--- config.mk ---
export PLATFORM = sky130hd
export DESIGN_NAME = cfkb_ctrl
export DESIGN_NICKNAME = d
export VERILOG_FILES = /design/src/sv/cfkb_pkg.sv /design/src/sv/cfkb_ctrl.sv
export SDC_FILE = /design/constraint.sdc
export NUM_CORES = 1
export LEC_CHECK = 0
export BUFFER_PORTS_ARGS = -buffer_cell sky130_fd_sc_hd__buf_2
export CORE_AREA = 4 4 41 43
export CTS_BUF_LIST = sky130_fd_sc_hd__clkbuf_4
export CTS_CLUSTER_SIZE = 8
export DETAILED_ROUTE_END_ITERATION = 12
export DIE_AREA = 0 0 45 47
export GPL_ROUTABILITY_DRIVEN = 1
export PLACE_DENSITY = 0.65
export SLEW_MARGIN = 15
export SYNTH_ARGS = -nofsm -noshare
export SYNTH_HDL_FRONTEND = slang
export SYNTH_SLANG_ARGS = --single-unit
--- constraint.sdc ---
create_clock -name clk -period 1.29 [get_ports clk]
set_input_delay 0.258 -clock clk [delete_from_list [all_inputs] [get_ports clk]]
set_output_delay 0.258 -clock clk [all_outputs]
set_load 0.005 [all_outputs]
--- src/sv/cfkb_pkg.sv ---
// Shared types and constants for the clipped fill and keyed blit engine.
// Used by the controller, the datapath and the top level; no dependencies.
package cfkb_pkg;

    // Field and arithmetic widths fixed by the command format.
    localparam int DIM_BITS       = 8;
    localparam int COORD_BITS     = 20;
    localparam int FIELD_BITS     = 16;
    localparam int COLOR_BITS     = 32;
    localparam int IN_DATA_BITS   = 6 * FIELD_BITS + COLOR_BITS;
    localparam int OUT_DATA_BITS  = COLOR_BITS + 2 * DIM_BITS;
    localparam int CFG_ADDR_BITS  = 2;

    // Defaults for the top-level parameters.
    localparam int DEF_MAX_WIDTH  = 128;
    localparam int DEF_MAX_HEIGHT = 128;
    localparam int DEF_PIXEL_BITS = 32;

    // Command codes.
    typedef enum logic [2:0] {
        ACT_WRITE    = 3'd0,
        ACT_READ     = 3'd1,
        ACT_FILL     = 3'd2,
        ACT_FILL_ALL = 3'd3,
        ACT_COPY     = 3'd4
    } action_t;

    // Configuration register indexes.
    typedef enum logic [CFG_ADDR_BITS-1:0] {
        REG_SURFACE_WIDTH  = 2'd0,
        REG_SURFACE_HEIGHT = 2'd1,
        REG_USE_COLOR_KEY  = 2'd2,
        REG_KEY_COLOR      = 2'd3
    } cfg_index_t;

    // Controller states.
    typedef enum logic [3:0] {
        S_IDLE,
        S_CLIP_A,
        S_CLIP_B,
        S_CLIP_C,
        S_CLIP_D,
        S_CLIP_E,
        S_START,
        S_PIX,
        S_PIX_WAIT,
        S_FILL,
        S_COPY_RD,
        S_COPY_WR,
        S_RESULT
    } state_t;

    // Datapath operation issued by the controller each cycle.
    typedef enum logic [3:0] {
        OP_NONE,
        OP_LOAD,
        OP_CLIP_A,
        OP_CLIP_B,
        OP_CLIP_C,
        OP_CLIP_D,
        OP_CLIP_E,
        OP_START,
        OP_PIX,
        OP_FILL,
        OP_COPY_RD,
        OP_COPY_WR,
        OP_RESULT
    } dp_op_t;

    // Status returned from the datapath to the controller.
    typedef struct packed {
        action_t act;
        logic    pix_ok;
        logic    clip_ok;
        logic    last;
        logic    out_free;
    } dp_status_t;

endpackage

--- src/sv/cfkb_ctrl.sv ---
// Command sequencer for the blit engine: steps through clipping, the pixel
// loops and result delivery. Depends on cfkb_pkg.
module cfkb_ctrl
    import cfkb_pkg::*;
(
    input  logic       clk,
    input  logic       rst_n,
    input  logic       s_tvalid,
    output logic       s_tready,
    input  dp_status_t status,
    output dp_op_t     op
);

    state_t state_reg;
    state_t state_next;

    // State register.
    always_ff @(posedge clk or negedge rst_n)
    begin
        if (!rst_n)
        begin
            state_reg <= S_IDLE;
        end
        else
        begin
            state_reg <= state_next;
        end
    end

    // Next state and datapath operation.
    always_comb
    begin
        state_next = state_reg;
        op         = OP_NONE;
        s_tready   = 1'b0;
        case (state_reg)
            S_IDLE:
            begin
                s_tready = 1'b1;
                if (s_tvalid)
                begin
                    op         = OP_LOAD;
                    state_next = S_CLIP_A;
                end
            end
            S_CLIP_A:
            begin
                op = OP_CLIP_A;
                case (status.act)
                    ACT_WRITE, ACT_READ:
                    begin
                        state_next = status.pix_ok ? S_PIX : S_RESULT;
                    end
                    ACT_FILL_ALL: state_next = S_START;
                    ACT_FILL, ACT_COPY: state_next = S_CLIP_B;
                    default: state_next = S_RESULT;
                endcase
            end
            S_CLIP_B:
            begin
                op         = OP_CLIP_B;
                state_next = S_CLIP_C;
            end
            S_CLIP_C:
            begin
                op         = OP_CLIP_C;
                state_next = (status.act == ACT_COPY) ? S_CLIP_D : S_START;
            end
            S_CLIP_D:
            begin
                op         = OP_CLIP_D;
                state_next = S_CLIP_E;
            end
            S_CLIP_E:
            begin
                op         = OP_CLIP_E;
                state_next = S_START;
            end
            S_START:
            begin
                op = OP_START;
                if (!status.clip_ok)
                begin
                    state_next = S_RESULT;
                end
                else if (status.act == ACT_COPY)
                begin
                    state_next = S_COPY_RD;
                end
                else
                begin
                    state_next = S_FILL;
                end
            end
            S_PIX:
            begin
                op         = OP_PIX;
                state_next = (status.act == ACT_READ) ? S_PIX_WAIT : S_RESULT;
            end
            S_PIX_WAIT:
            begin
                state_next = S_RESULT;
            end
            S_FILL:
            begin
                op = OP_FILL;
                if (status.last)
                begin
                    state_next = S_RESULT;
                end
            end
            S_COPY_RD:
            begin
                op         = OP_COPY_RD;
                state_next = S_COPY_WR;
            end
            S_COPY_WR:
            begin
                op         = OP_COPY_WR;
                state_next = status.last ? S_RESULT : S_COPY_RD;
            end
            S_RESULT:
            begin
                if (status.out_free)
                begin
                    op         = OP_RESULT;
                    state_next = S_IDLE;
                end
            end
            default: state_next = S_IDLE;
        endcase
    end

endmodule

# Word level (Yosys, flattened, before mapping)
# Cells that the tools add are included.
# totals
latch_bits	0
rom_bits	0
n_memories	0
out_inout_bits	5
ramBits	0
word_cells	40
reg_bits	4
# op_classes
bitwise_logic	0
mux	15
add_sub_neg	0
mul	0
eq_ne	19
n_shift	0
n_lt_le_gt_ge	0
div	0
n_reduce_logical	5
# ops
cell	n
$pmux W4 S13	1
$pmux W4 S12	1
$eq A4 B4 Y1 const B	5
$mux W4	5
$eq A4 B3 Y1 const B	4
$pmux W4 S3	1
$mux W3	3
$eq A4 B2 Y1 const B	2
$eq A3 B2 Y1 const B	2
$ne A2 B2 Y1 const B	3
$eq A4 B1 Y1 const B	1
$logic_not A4 Y1	1
$mux W2	2
$reduce_or A2 Y1	2
$eq A3 B1 Y1 const B	1
$eq A3 B3 Y1 const B	1
$logic_not A3 Y1	1
$reduce_and A3 Y1	1
$mux W1	2

# Depth between registers and ports, before layout
# Gate-level depths: netlist (run 1).
# depth
depth_word	4
depth_mapped	5

# Least setup slack after synthesis (run 1)
# Ideal clock, no wire load.
# synth_path
path_type	register to output
from	reg state_reg[2]
to	out op[3]
arrival_ns	1.032
stages_incl_launch_ff	6
path_slack_ns	0.000
required_time_ns	1.032
path_cell_list	dfrtp_1 -> buf_4 -> buf_2 -> nor2_1 -> a21oi_1 -> o22ai_1
# synth_via
elab_chain_len	2
word_cells_on_any_way	13
# synth_lines
item	line	rtl
start, declared	cfkb_ctrl.sv:14	state_t state_reg;
start signal, assigned	cfkb_ctrl.sv:26	state_reg <= state_next;
$eq A4 B4 Y1 (tied with other cells)	cfkb_ctrl.sv:36	case (state_reg)
$pmux W4 S12 *	cfkb_ctrl.sv:36	
end, declared	cfkb_ctrl.sv:11	output dp_op_t op
# Mark *: on every way between the ends. The rest lies on a longest branch, timed or not.

# Final worst setup path (run 1)
# layout_path
from	reg state_reg[3]
to	out op[2]
# The elaborated chain is that of the path after synthesis.

==> results.py, run 1 <==
metrics = {
    "die": {
        "num_io_pins": 15,
        "dieArea_um2": 2120,
        "die_h_um": 47,
        "core_um2": 1300,
        "fp-row-count": 13,
        "die_w_um": 45,
        "start_util": 0.399,
    },
    "timing": {
        "min_period_ns": 1.52,
        "worst_pin_slew_ns": 0.230,
        "final.setup.worst_slack_ns": -0.231,
        "rsz0062_at_grt": "true",
        "relSlewSlack": 0.845,
        "fmax_mhz": 658,
        "period_share": 1.18,
        "setup_viol": 8,
        "hold_viol": 0,
        "slew_violations": 0,
        "skew_ns": 0.00283,
    },
    "route": {
        "routed-wl-met3_um": 90,
        "wl_met1_um": 705,
        "highest-signal-layer": "met4",
        "vias_per_cell": 5.77,
        "drt_wl_total_um": 1710,
        "wl_per_cell_um": 13.9,
        "antenna_left": 0,
        "wl_met2_um": 896,
        "dr.pass1.iters": 4,
        "drc": 0,
        "drt-initial-drc-count": 16,
        "via_count": 710,
    },
    "yosys": {
        "yosysMostFrequentCell": "a21oi_1",
        "synth_edf_count": 0,
        "synth_area_per_cell_um2": 7.21,
        "synth_nets": 82,
        "synthCells": 72,
        "synth.distinct_cells": 34,
        "seq_area_frac_synth": 0.193,
        "synthArstFlopShare": 1.00,
        "synthFlopType": "dfrtp_1",
        "synth_area_leader_cell": "dfrtp_1",
        "syn_area_um2": 519,
        "yosysWarnings": 0,
        "synth_common_cells": "a21oi_1 (8), nor2_1 (7), o21ai_1 (6)",
        "netlist_top_cells_area": "dfrtp_1 (19%), a21oi_1 (7.7%), o21ai_1 (5.8%), nor2_1 (5.1%), a31oi_1 (4.8%)",
        "ys_ff_latch": 4,
        "yosysTopAreaCellShare": 0.193,
    },
    "critical_path": {
        "crit_required_ns": 1.03,
        "slowest_stage": "dfrtp_2",
        "cp_slowest_stage_delay_ns": 0.46,
        "cp-end-kind": "primary output",
        "startpoint_type": "flop",
        "cp_max_fo": 7,
        "arrival_ns": 1.26,
        "cp_cell_sequence": "or2_4, o21ai_1, buf_2",
        "path_class": "flop to primary output",
    },
    "placed_design": {
        "gp_congestion": 0.847,
        "placed_cells": 111,
        "dpl.hpwl_um": 1250,
        "numPortBuffers": 14,
        "pre_cts_ws_ns": -0.0712,
    },
    "cells_and_area": {
        "final_util": 0.660,
        "drive_gt1_frac": 0.537,
        "largest_reg_flops": 4,
        "syn2layout_area_growth_pct": 65.3,
        "finalNonFillerCells": 123,
        "fillers": 116,
        "diodes": 0,
        "final_nets": 120,
    },
    "cts": {
        "cts_made_buffers": 3,
        "cts.clk_slew.worst_paths_ns": 0.04,
        "cts_buffer_depth": 2,
        "root_buffer": "clkbuf_4",
        "cts_tree": "built",
        "ctsHtreeMaxLevel": 1,
        "clkSinkCount": 4,
        "clkLatencyLatePin_ns": 0.23,
    },
    "global_route": {
        "grt_first_pass_wirelength_um": 2780,
        "grt_max_degree": 13,
        "track_usage": 0.178,
        "grt_pass1_vias": 678,
        "overflow": 0,
        "antenna_found_initial": 0,
    },
    "power": {
        "p_leak_nw": 0.392,
        "power_density_nw_per_um2": 2530,
        "vdd_drop_max_uv": 1220,
        "total_power_mw": 2.17,
    },
    "job": {
        "maxCapViolations": 0,
    },
    "outcome": {
        "violations": "setup timing",
        "status": "finished, violations left",
    },
    "min_path": {
        "hold_path_class": "primary input to asynchronous set/reset pin",
    },
}
==> metal layers <==
| layer | track usage | vias up |
|---|---|---|
| li1 | - | 344 |
| met1 | 0.207 | 335 |
| met2 | 0.322 | 29 |
| met3 | 0.0307 | 2 |
| met4 | 0.0702 | 0 |
| met5 | 0 | - |
==> what timing repair did <==
action | 4_1_cts | 5_1_grt
setup buffers | 4 | 7
hold buffers | 1 | 0
setup endpoints to repair | 7 | 8
hold endpoints to repair | 4 | 0
resized for setup | 10 | 14
pin swaps | 5 | 8
==> report_power, final <==
| group | total [mW] | internal (mW) | switching [mW] | leakage, nW |
|---|---|---|---|---|
| registers | 0.335 | 0.201 | 0.133 | 0.0457 |
| clock network | 0.153 | 0.104 | 0.0493 | 0.0138 |
| logic | 1.68 | 0.915 | 0.766 | 0.333 |
==> critical path: cells and delay by family, from the launching register on <==
family                 cells  cell delay [ns]
and+or+nand+nor            1             0.30
AOI/OAI and AO/OA          1             0.14
DFF                        1             0.46
buffers and inverters      1             0.13
==> placed cells by master (no fill, tap or decap), types with 3 or more instances in the layout <==
cell	count
a21oi_1	7
a31oi_1	3
buf_2	14
buf_4	18
buf_6	5
clkbuf_4	3
dfrtp_2	3
inv_1	3
nor2_1	4
o21ai_1	6
==> worst paths after layout <==
kind / from / endpoint / slack [ns] / cells after the start
min in group clk: s_tvalid / state_reg[2]$_DFFE_PN0P_ / 0.39 / 4
worst max register to register: state_reg[3]$_DFFE_PN0P_ / state_reg[0]$_DFFE_PN0P_ / -0.14 / 5
worst min register to register: state_reg[1]$_DFFE_PN0P_ / state_reg[0]$_DFFE_PN0P_ / 0.69 / 2
worst min-delay path: rst_n / state_reg[1]$_DFFE_PN0P_ / 0.36 / 2
max in group asynchronous: rst_n / state_reg[2]$_DFFE_PN0P_ / 0.80 / 2
worst max-delay path: state_reg[3]$_DFFE_PN0P_ / op[2] / -0.23 / 3
==> cell families (layout without fill, tap and decap cells) <==
kind of cell / Yosys count / count (layout) / synth area share
buffers and inverters: 10 / 46 / 0.104
xor gates and xnor gates: 1 / 1 / 0.0169
AOI/OAI and AO/OA: 30 / 30 / 0.381
DFF: 4 / 4 / 0.193
and+or+nand+nor: 27 / 27 / 0.306
==> final cells by class <==
type	instances	area (um^2)	area share
well taps	15	18.8	0.0219
repair buffers	39	287	0.334
flip-flops and latches	4	104	0.121
inverters	4	15.0	0.0175
clock buffers	3	22.5	0.0262
multi-input cells	58	412	0.480
==> through the flow <==
step / instance area, um^2 / hold WS, ns / setup TNS, ns
after floorplan: 522 / -0.0376 / 0
after global placement: 692 / 0.0657 / -0.0881
after detailed placement: 692 / 0.0667 / -0.122
after CTS: 782 / 0.354 / -1.36
after global routing: 858 / 0.369 / -1.90
final: 858 / 0.358 / -1.42
Power figures use the tool's default switching activity.
==> run 2, diff against run 1 <==
ABC_AREA = 1   (was unset)
PLACE_DENSITY = unset   (was 0.65)
==> results.py, run 2 <==
metrics = {
    "critical_path": {
        "cp_cell_sequence": "nor2_4, nand2_1, o211ai_1, buf_2",
        "rr_endpoint": "state_reg[0]$_DFFE_PN0P_",
        "crit_required_ns": 1.03,
        "cp-end-kind": "primary output",
        "cp_max_fo": 5,
        "slowest_stage": "dfrtp_2",
        "startpoint_type": "flop",
        "path_class": "flop to primary output",
        "r2r_setup_slack_ns": -0.03,
        "arrival_ns": 1.22,
        "rr_startpoint": "state_reg[3]$_DFFE_PN0P_",
        "cp_slowest_stage_delay_ns": 0.48,
        "reg2regPathDepth": 8,
    },
    "cts": {
        "root_buffer": "clkbuf_4",
        "clkSinkCount": 4,
        "cts_made_buffers": 3,
        "cts_buffer_depth": 2,
        "cts_tree": "built",
        "cts.clk_slew.worst_paths_ns": 0.04,
        "ctsHtreeMaxLevel": 1,
        "clkLatencyLatePin_ns": 0.24,
    },
    "cells_and_area": {
        "syn2layout_area_growth_pct": 58.0,
        "largest_reg_flops": 4,
        "most-common-layout-cells": "nand2_1 (27), buf_2 (14), inv_1 (11)",
        "diodes": 0,
        "drive_gt1_frac": 0.451,
        "final_common_cell": "nand2_1",
        "fillers": 129,
        "final_nets": 134,
        "design_area_um2": 791,
        "final_util": 0.608,
    },
    "global_route": {
        "antenna_found_initial": 0,
        "overflow": 0,
        "grt_first_pass_wirelength_um": 2390,
        "grt_max_degree": 8,
        "grt_pass1_vias": 611,
        "track_usage": 0.153,
    },
    "die": {
        "num_io_pins": 15,
        "start_util": 0.385,
        "die_w_um": 45,
        "die_h_um": 47,
        "dieArea_um2": 2120,
        "core_um2": 1300,
        "fp-row-count": 13,
    },
    "timing": {
        "fmax_mhz": 676,
        "min_period_ns": 1.48,
        "period_share": 1.15,
        "rsz0062_at_grt": "true",
        "relSlewSlack": 0.831,
        "hold_viol": 0,
        "skew_ns": 0.00681,
        "final.setup.worst_slack_ns": -0.189,
        "tns_ns": -0.840,
        "setup_viol": 8,
        "worst_pin_slew_ns": 0.251,
        "slew_violations": 0,
    },
    "yosys": {
        "seq_area_frac_synth": 0.200,
        "yosysMostFrequentCell": "nand2_1",
        "ys_ff_latch": 4,
        "synth_edf_count": 0,
        "netlist_top_cells_area": "nand2_1 (22%), dfrtp_1 (20%), nand3_1 (10%), inv_1 (8.3%), nor2_1 (8.3%)",
        "synthCells": 92,
        "synth_area_per_cell_um2": 5.44,
        "synth_nets": 102,
        "syn_area_um2": 500,
        "synth_area_leader_cell": "nand2_1",
        "yosysWarnings": 0,
        "synth_common_cells": "nand2_1 (29), inv_1 (11), nor2_1 (11), nand3_1 (10), inv_2 (6)",
        "synthFlopType": "dfrtp_1",
        "synthArstFlopShare": 1.00,
        "synth.distinct_cells": 15,
        "yosysTopAreaCellShare": 0.218,
    },
    "route": {
        "antenna_left": 0,
        "drc": 0,
        "dr.pass1.iters": 4,
        "via_count": 682,
        "wl_per_cell_um": 11.6,
        "vias_per_cell": 4.98,
        "drt_wl_total_um": 1590,
        "drt-initial-drc-count": 17,
    },
    "min_path": {
        "holdPathStages": 3,
        "worstHoldEndpoint": "state_reg[1]$_DFFE_PN0P_",
        "min_from": "status[2]",
        "hold_path_class": "primary input to flop",
    },
    "placed_design": {
        "gp_congestion": 0.834,
        "numPortBuffers": 14,
        "placed_area_um2": 604,
        "pre_cts_ws_ns": -0.0424,
        "dpl.hpwl_um": 1060,
    },
    "power": {
        "vdd_drop_max_uv": 1200,
        "p_leak_nw": 0.454,
        "power_density_nw_per_um2": 2270,
        "total_power_mw": 1.79,
    },
    "outcome": {
        "violations": "setup timing",
        "status": "finished, violations left",
    },
    "job": {
        "maxCapViolations": 0,
    },
}
==> run 2: changes by cell type after synthesis, moves of 4 or more <==
cell / delta
a21oi_1: -8
a31oi_1: -4
buf_2: -4
inv_1: +7
inv_2: +6
nand2_1: +27
nand3_1: +9
nor2_1: +4
nor2_2: +4
o211ai_1: +4
o21ai_1: -6
==> run 2: report_power, final <==
group	total (mW)	internal (mW)	switching (mW)
sequential	0.344	0.199	0.145
combinational	1.29	0.601	0.691
clock	0.158	0.104	0.0541
total	1.79	0.904	0.890
==> run 2: metal layers <==
metal | wire length, um | vias to the layer above | GRT usage
met3 | 103 | 2 | 0.0651
li1 | - | 354 | -
met5 | 0 | - | 0
met1 | 681 | 304 | 0.171
met4 | 7 | 0 | 0.0409
met2 | 797 | 22 | 0.268
==> run 2: area by class of cell <==
type                    count  area [um^2]  area share
flip-flops and latches      4          105       0.133
clock buffers               3         22.5      0.0285
repair buffers             27          178       0.225
well taps                  15         18.8      0.0237
inverters                  17         66.3      0.0839
multi-input cells          71          400       0.506
==> run 2: critical path: cells and delay by family, from the launching register on <==
kind | cells | cell delay (ns)
simple gates | 2 | 0.26
flops | 1 | 0.48
compound gates | 1 | 0.10
buf+inv | 1 | 0.14
==> run 2: cell families after synthesis <==
group                  count (synthesis)  share of synthesized area
buffers and inverters                 17                      0.127
DFF                                    4                      0.200
and+or+nand+nor                       62                      0.555
AOI/OAI and AO/OA                      9                      0.118
==> run 2: repair_timing <==
action | in CTS | in global routing
cloned | 0 | 0
gates resized for setup | 17 | 6
endpoints found under the hold margin | 4 | 0
setup buffers | 7 | 4
pin swaps | 7 | 6
hold buffers | 1 | 0
endpoints found under the setup margin | 5 | 9
==> run 2: per-stage QoR <==
step	instances	hold WS, ns
after floorplan	92	-0.0376
after global placement	123	0.0679
after detailed placement	123	0.0661
after CTS	134	0.327
after global routing	137	0.341
final	137	0.324
==> run 2: worst max-delay path by stage <==
stage	slack [ns]	from	cells after the start	to
6_report	-0.19	state_reg[3]$_DFFE_PN0P_	4	op[2]
5_1_grt	-0.27	state_reg[0]$_DFFE_PN0P_	4	op[0]
4_1_cts	-0.16	state_reg[0]$_DFFE_PN0P_	4	op[0]
3_5_place_dp	-0.04	state_reg[1]$_DFFE_PN0P_	4	op[0]
3_3_place_gp	-0.007	state_reg[1]$_DFFE_PN0P_	4	op[3]
2_1_floorplan	0.16	state_reg[1]$_DFFE_PN0P_	3	op[0]
==> run 3, diff against run 2 <==
PLACE_DENSITY = 0.63   (was unset)
==> results.py, run 3 (synthesis gave the netlist of run 2 again) <==
metrics = {
    "timing": {
        "slew_violations": 0,
        "worst_pin_slew_ns": 0.261,
        "setup_viol": 9,
        "final.setup.worst_slack_ns": -0.216,
        "period_share": 1.17,
        "rsz0062_at_grt": "true",
        "hold_viol": 0,
        "fmax_mhz": 664,
        "skew_ns": 0.00570,
        "min_period_ns": 1.51,
        "relSlewSlack": 0.825,
        "tns_ns": -1.04,
        "whs_ns": 0.335,
    },
    "power": {
        "seqPwrFrac": 0.186,
        "power.internal_mw": 0.955,
        "total_power_mw": 1.87,
        "p_switching_mw": 0.919,
        "p_leak_nw": 0.455,
        "vdd_drop_max_uv": 1240,
        "pwr-share-clk": 0.083,
        "power_density_nw_per_um2": 2290,
        "p_sw_frac": 0.490,
        "p_comb_frac": 0.730,
    },
    "placed_design": {
        "placed_cells": 123,
        "placed_area_um2": 604,
        "gp_congestion": 0.862,
        "numPortBuffers": 14,
        "dpl.hpwl_um": 1100,
        "pre_cts_ws_ns": 0.00431,
    },
    "cells_and_area": {
        "largest_reg_flops": 4,
        "syn2layout_area_growth_pct": 63.7,
        "most-common-layout-cells": "nand2_1 (27), buf_2 (14), inv_1 (10)",
        "drive_gt1_frac": 0.476,
        "diodes": 0,
        "final_nets": 136,
        "finalNonFillerCells": 139,
        "final_util": 0.630,
        "final_common_cell": "nand2_1",
        "design_area_um2": 820,
    },
    "critical_path": {
        "rr_endpoint": "state_reg[3]$_DFFE_PN0P_",
        "r2r_setup_slack_ns": -0.06,
        "cp-end-kind": "primary output",
        "rr_startpoint": "state_reg[3]$_DFFE_PN0P_",
        "cp_max_fo": 6,
        "startpoint_type": "flop",
        "arrival_ns": 1.25,
        "crit_required_ns": 1.03,
        "reg2regPathDepth": 9,
        "path_class": "flop to primary output",
        "setup.worst_path.start": "state_reg[1]$_DFFE_PN0P_",
    },
    "route": {
        "dr.pass1.iters": 4,
        "via_count": 682,
        "drt_wl_total_um": 1640,
        "drc": 0,
        "wl_per_cell_um": 11.8,
        "antenna_left": 0,
        "vias_per_cell": 4.91,
        "drt-initial-drc-count": 19,
    },
    "global_route": {
        "grt_first_pass_wirelength_um": 2620,
        "track_usage": 0.170,
        "antenna_found_initial": 0,
        "overflow": 0,
        "grt_max_degree": 7,
        "grt_pass1_vias": 628,
    },
    "die": {
        "num_io_pins": 15,
        "start_util": 0.385,
        "dieArea_um2": 2120,
        "die_h_um": 47,
        "core_um2": 1300,
        "die_w_um": 45,
        "fp-row-count": 13,
    },
    "cts": {
        "ctsHtreeMaxLevel": 1,
        "root_buffer": "clkbuf_4",
        "clkLatencyLatePin_ns": 0.23,
        "cts_buffer_depth": 2,
        "cts.clk_slew.worst_paths_ns": 0.04,
        "cts_tree": "built",
        "cts_made_buffers": 3,
        "clkSinkCount": 4,
    },
    "min_path": {
        "holdPathStages": 3,
        "worstHoldEndpoint": "state_reg[1]$_DFFE_PN0P_",
        "min_from": "status[3]",
        "hold_path_class": "primary input to flop",
    },
    "job": {
        "maxCapViolations": 0,
    },
    "outcome": {
        "violations": "setup timing",
        "status": "finished, violations left",
    },
}
run 3: cell types whose count changed in the layout (fill, tap and decap cells not counted), moves of 2 or more:
cell	previous run	this run
nor2_2	0	4
buf_6	2	5
nor2_1	10	7
nand3_1	7	9
nand3_2	4	2
run 3: metal layers:
metal,vias to the layer above,part of all wire,GRT usage
li1,359,-,-
met1,302,0.43,0.216
met2,17,0.51,0.266
met3,4,0.033,0.0153
met4,0,0.018,0.135
met5,-,0,0
run 3: worst max-delay path: stages (launching register included):
cell and delay [ns]:
dfrtp_2 0.46, o211ai_1 0.28, o221ai_2 0.13, buf_2 0.14
run 3: layout make-up:
cell class / count / area (um^2)
Timing Repair Buffer: 29 / 204
Inverter: 17 / 68.8
Multi-Input combinational cell: 71 / 400
Clock buffer: 3 / 22.5
Tap cell: 15 / 18.8
Sequential cell: 4 / 105
Fill cell: 117 / 482
run 3: what timing repair did:
action / CTS / global route
pin swaps: 7 / 10
endpoints found under the setup margin: 5 / 8
gates resized for setup: 18 / 11
buffers inserted: 7 / 6
hold endpoints to repair: 4 / 0
hold buffers: 1 / 0
cloned: 0 / 0
run 3: power by group through the flow:
| stage | sequential, mW | combinational [mW] | clock (mW) |
|---|---|---|---|
| after floorplan | 0.262 | 0.632 | 0 |
| after global placement | 0.279 | 0.909 | 0 |
| after detailed placement | 0.282 | 0.911 | 0 |
| after CTS | 0.336 | 1.17 | 0.161 |
| after global routing | 0.354 | 1.52 | 0.175 |
| final | 0.349 | 1.37 | 0.156 |
run 3: worst max-delay path by stage:
stage | to | slack (ns) | cells after the start
floorplan | op[0] | 0.16 | 3
global placement | op[2] | 0.02 | 4
detailed placement | op[0] | 0.004 | 4
CTS | op[0] | -0.17 | 4
global route | op[0] | -0.27 | 3
finish | op[0] | -0.22 | 3
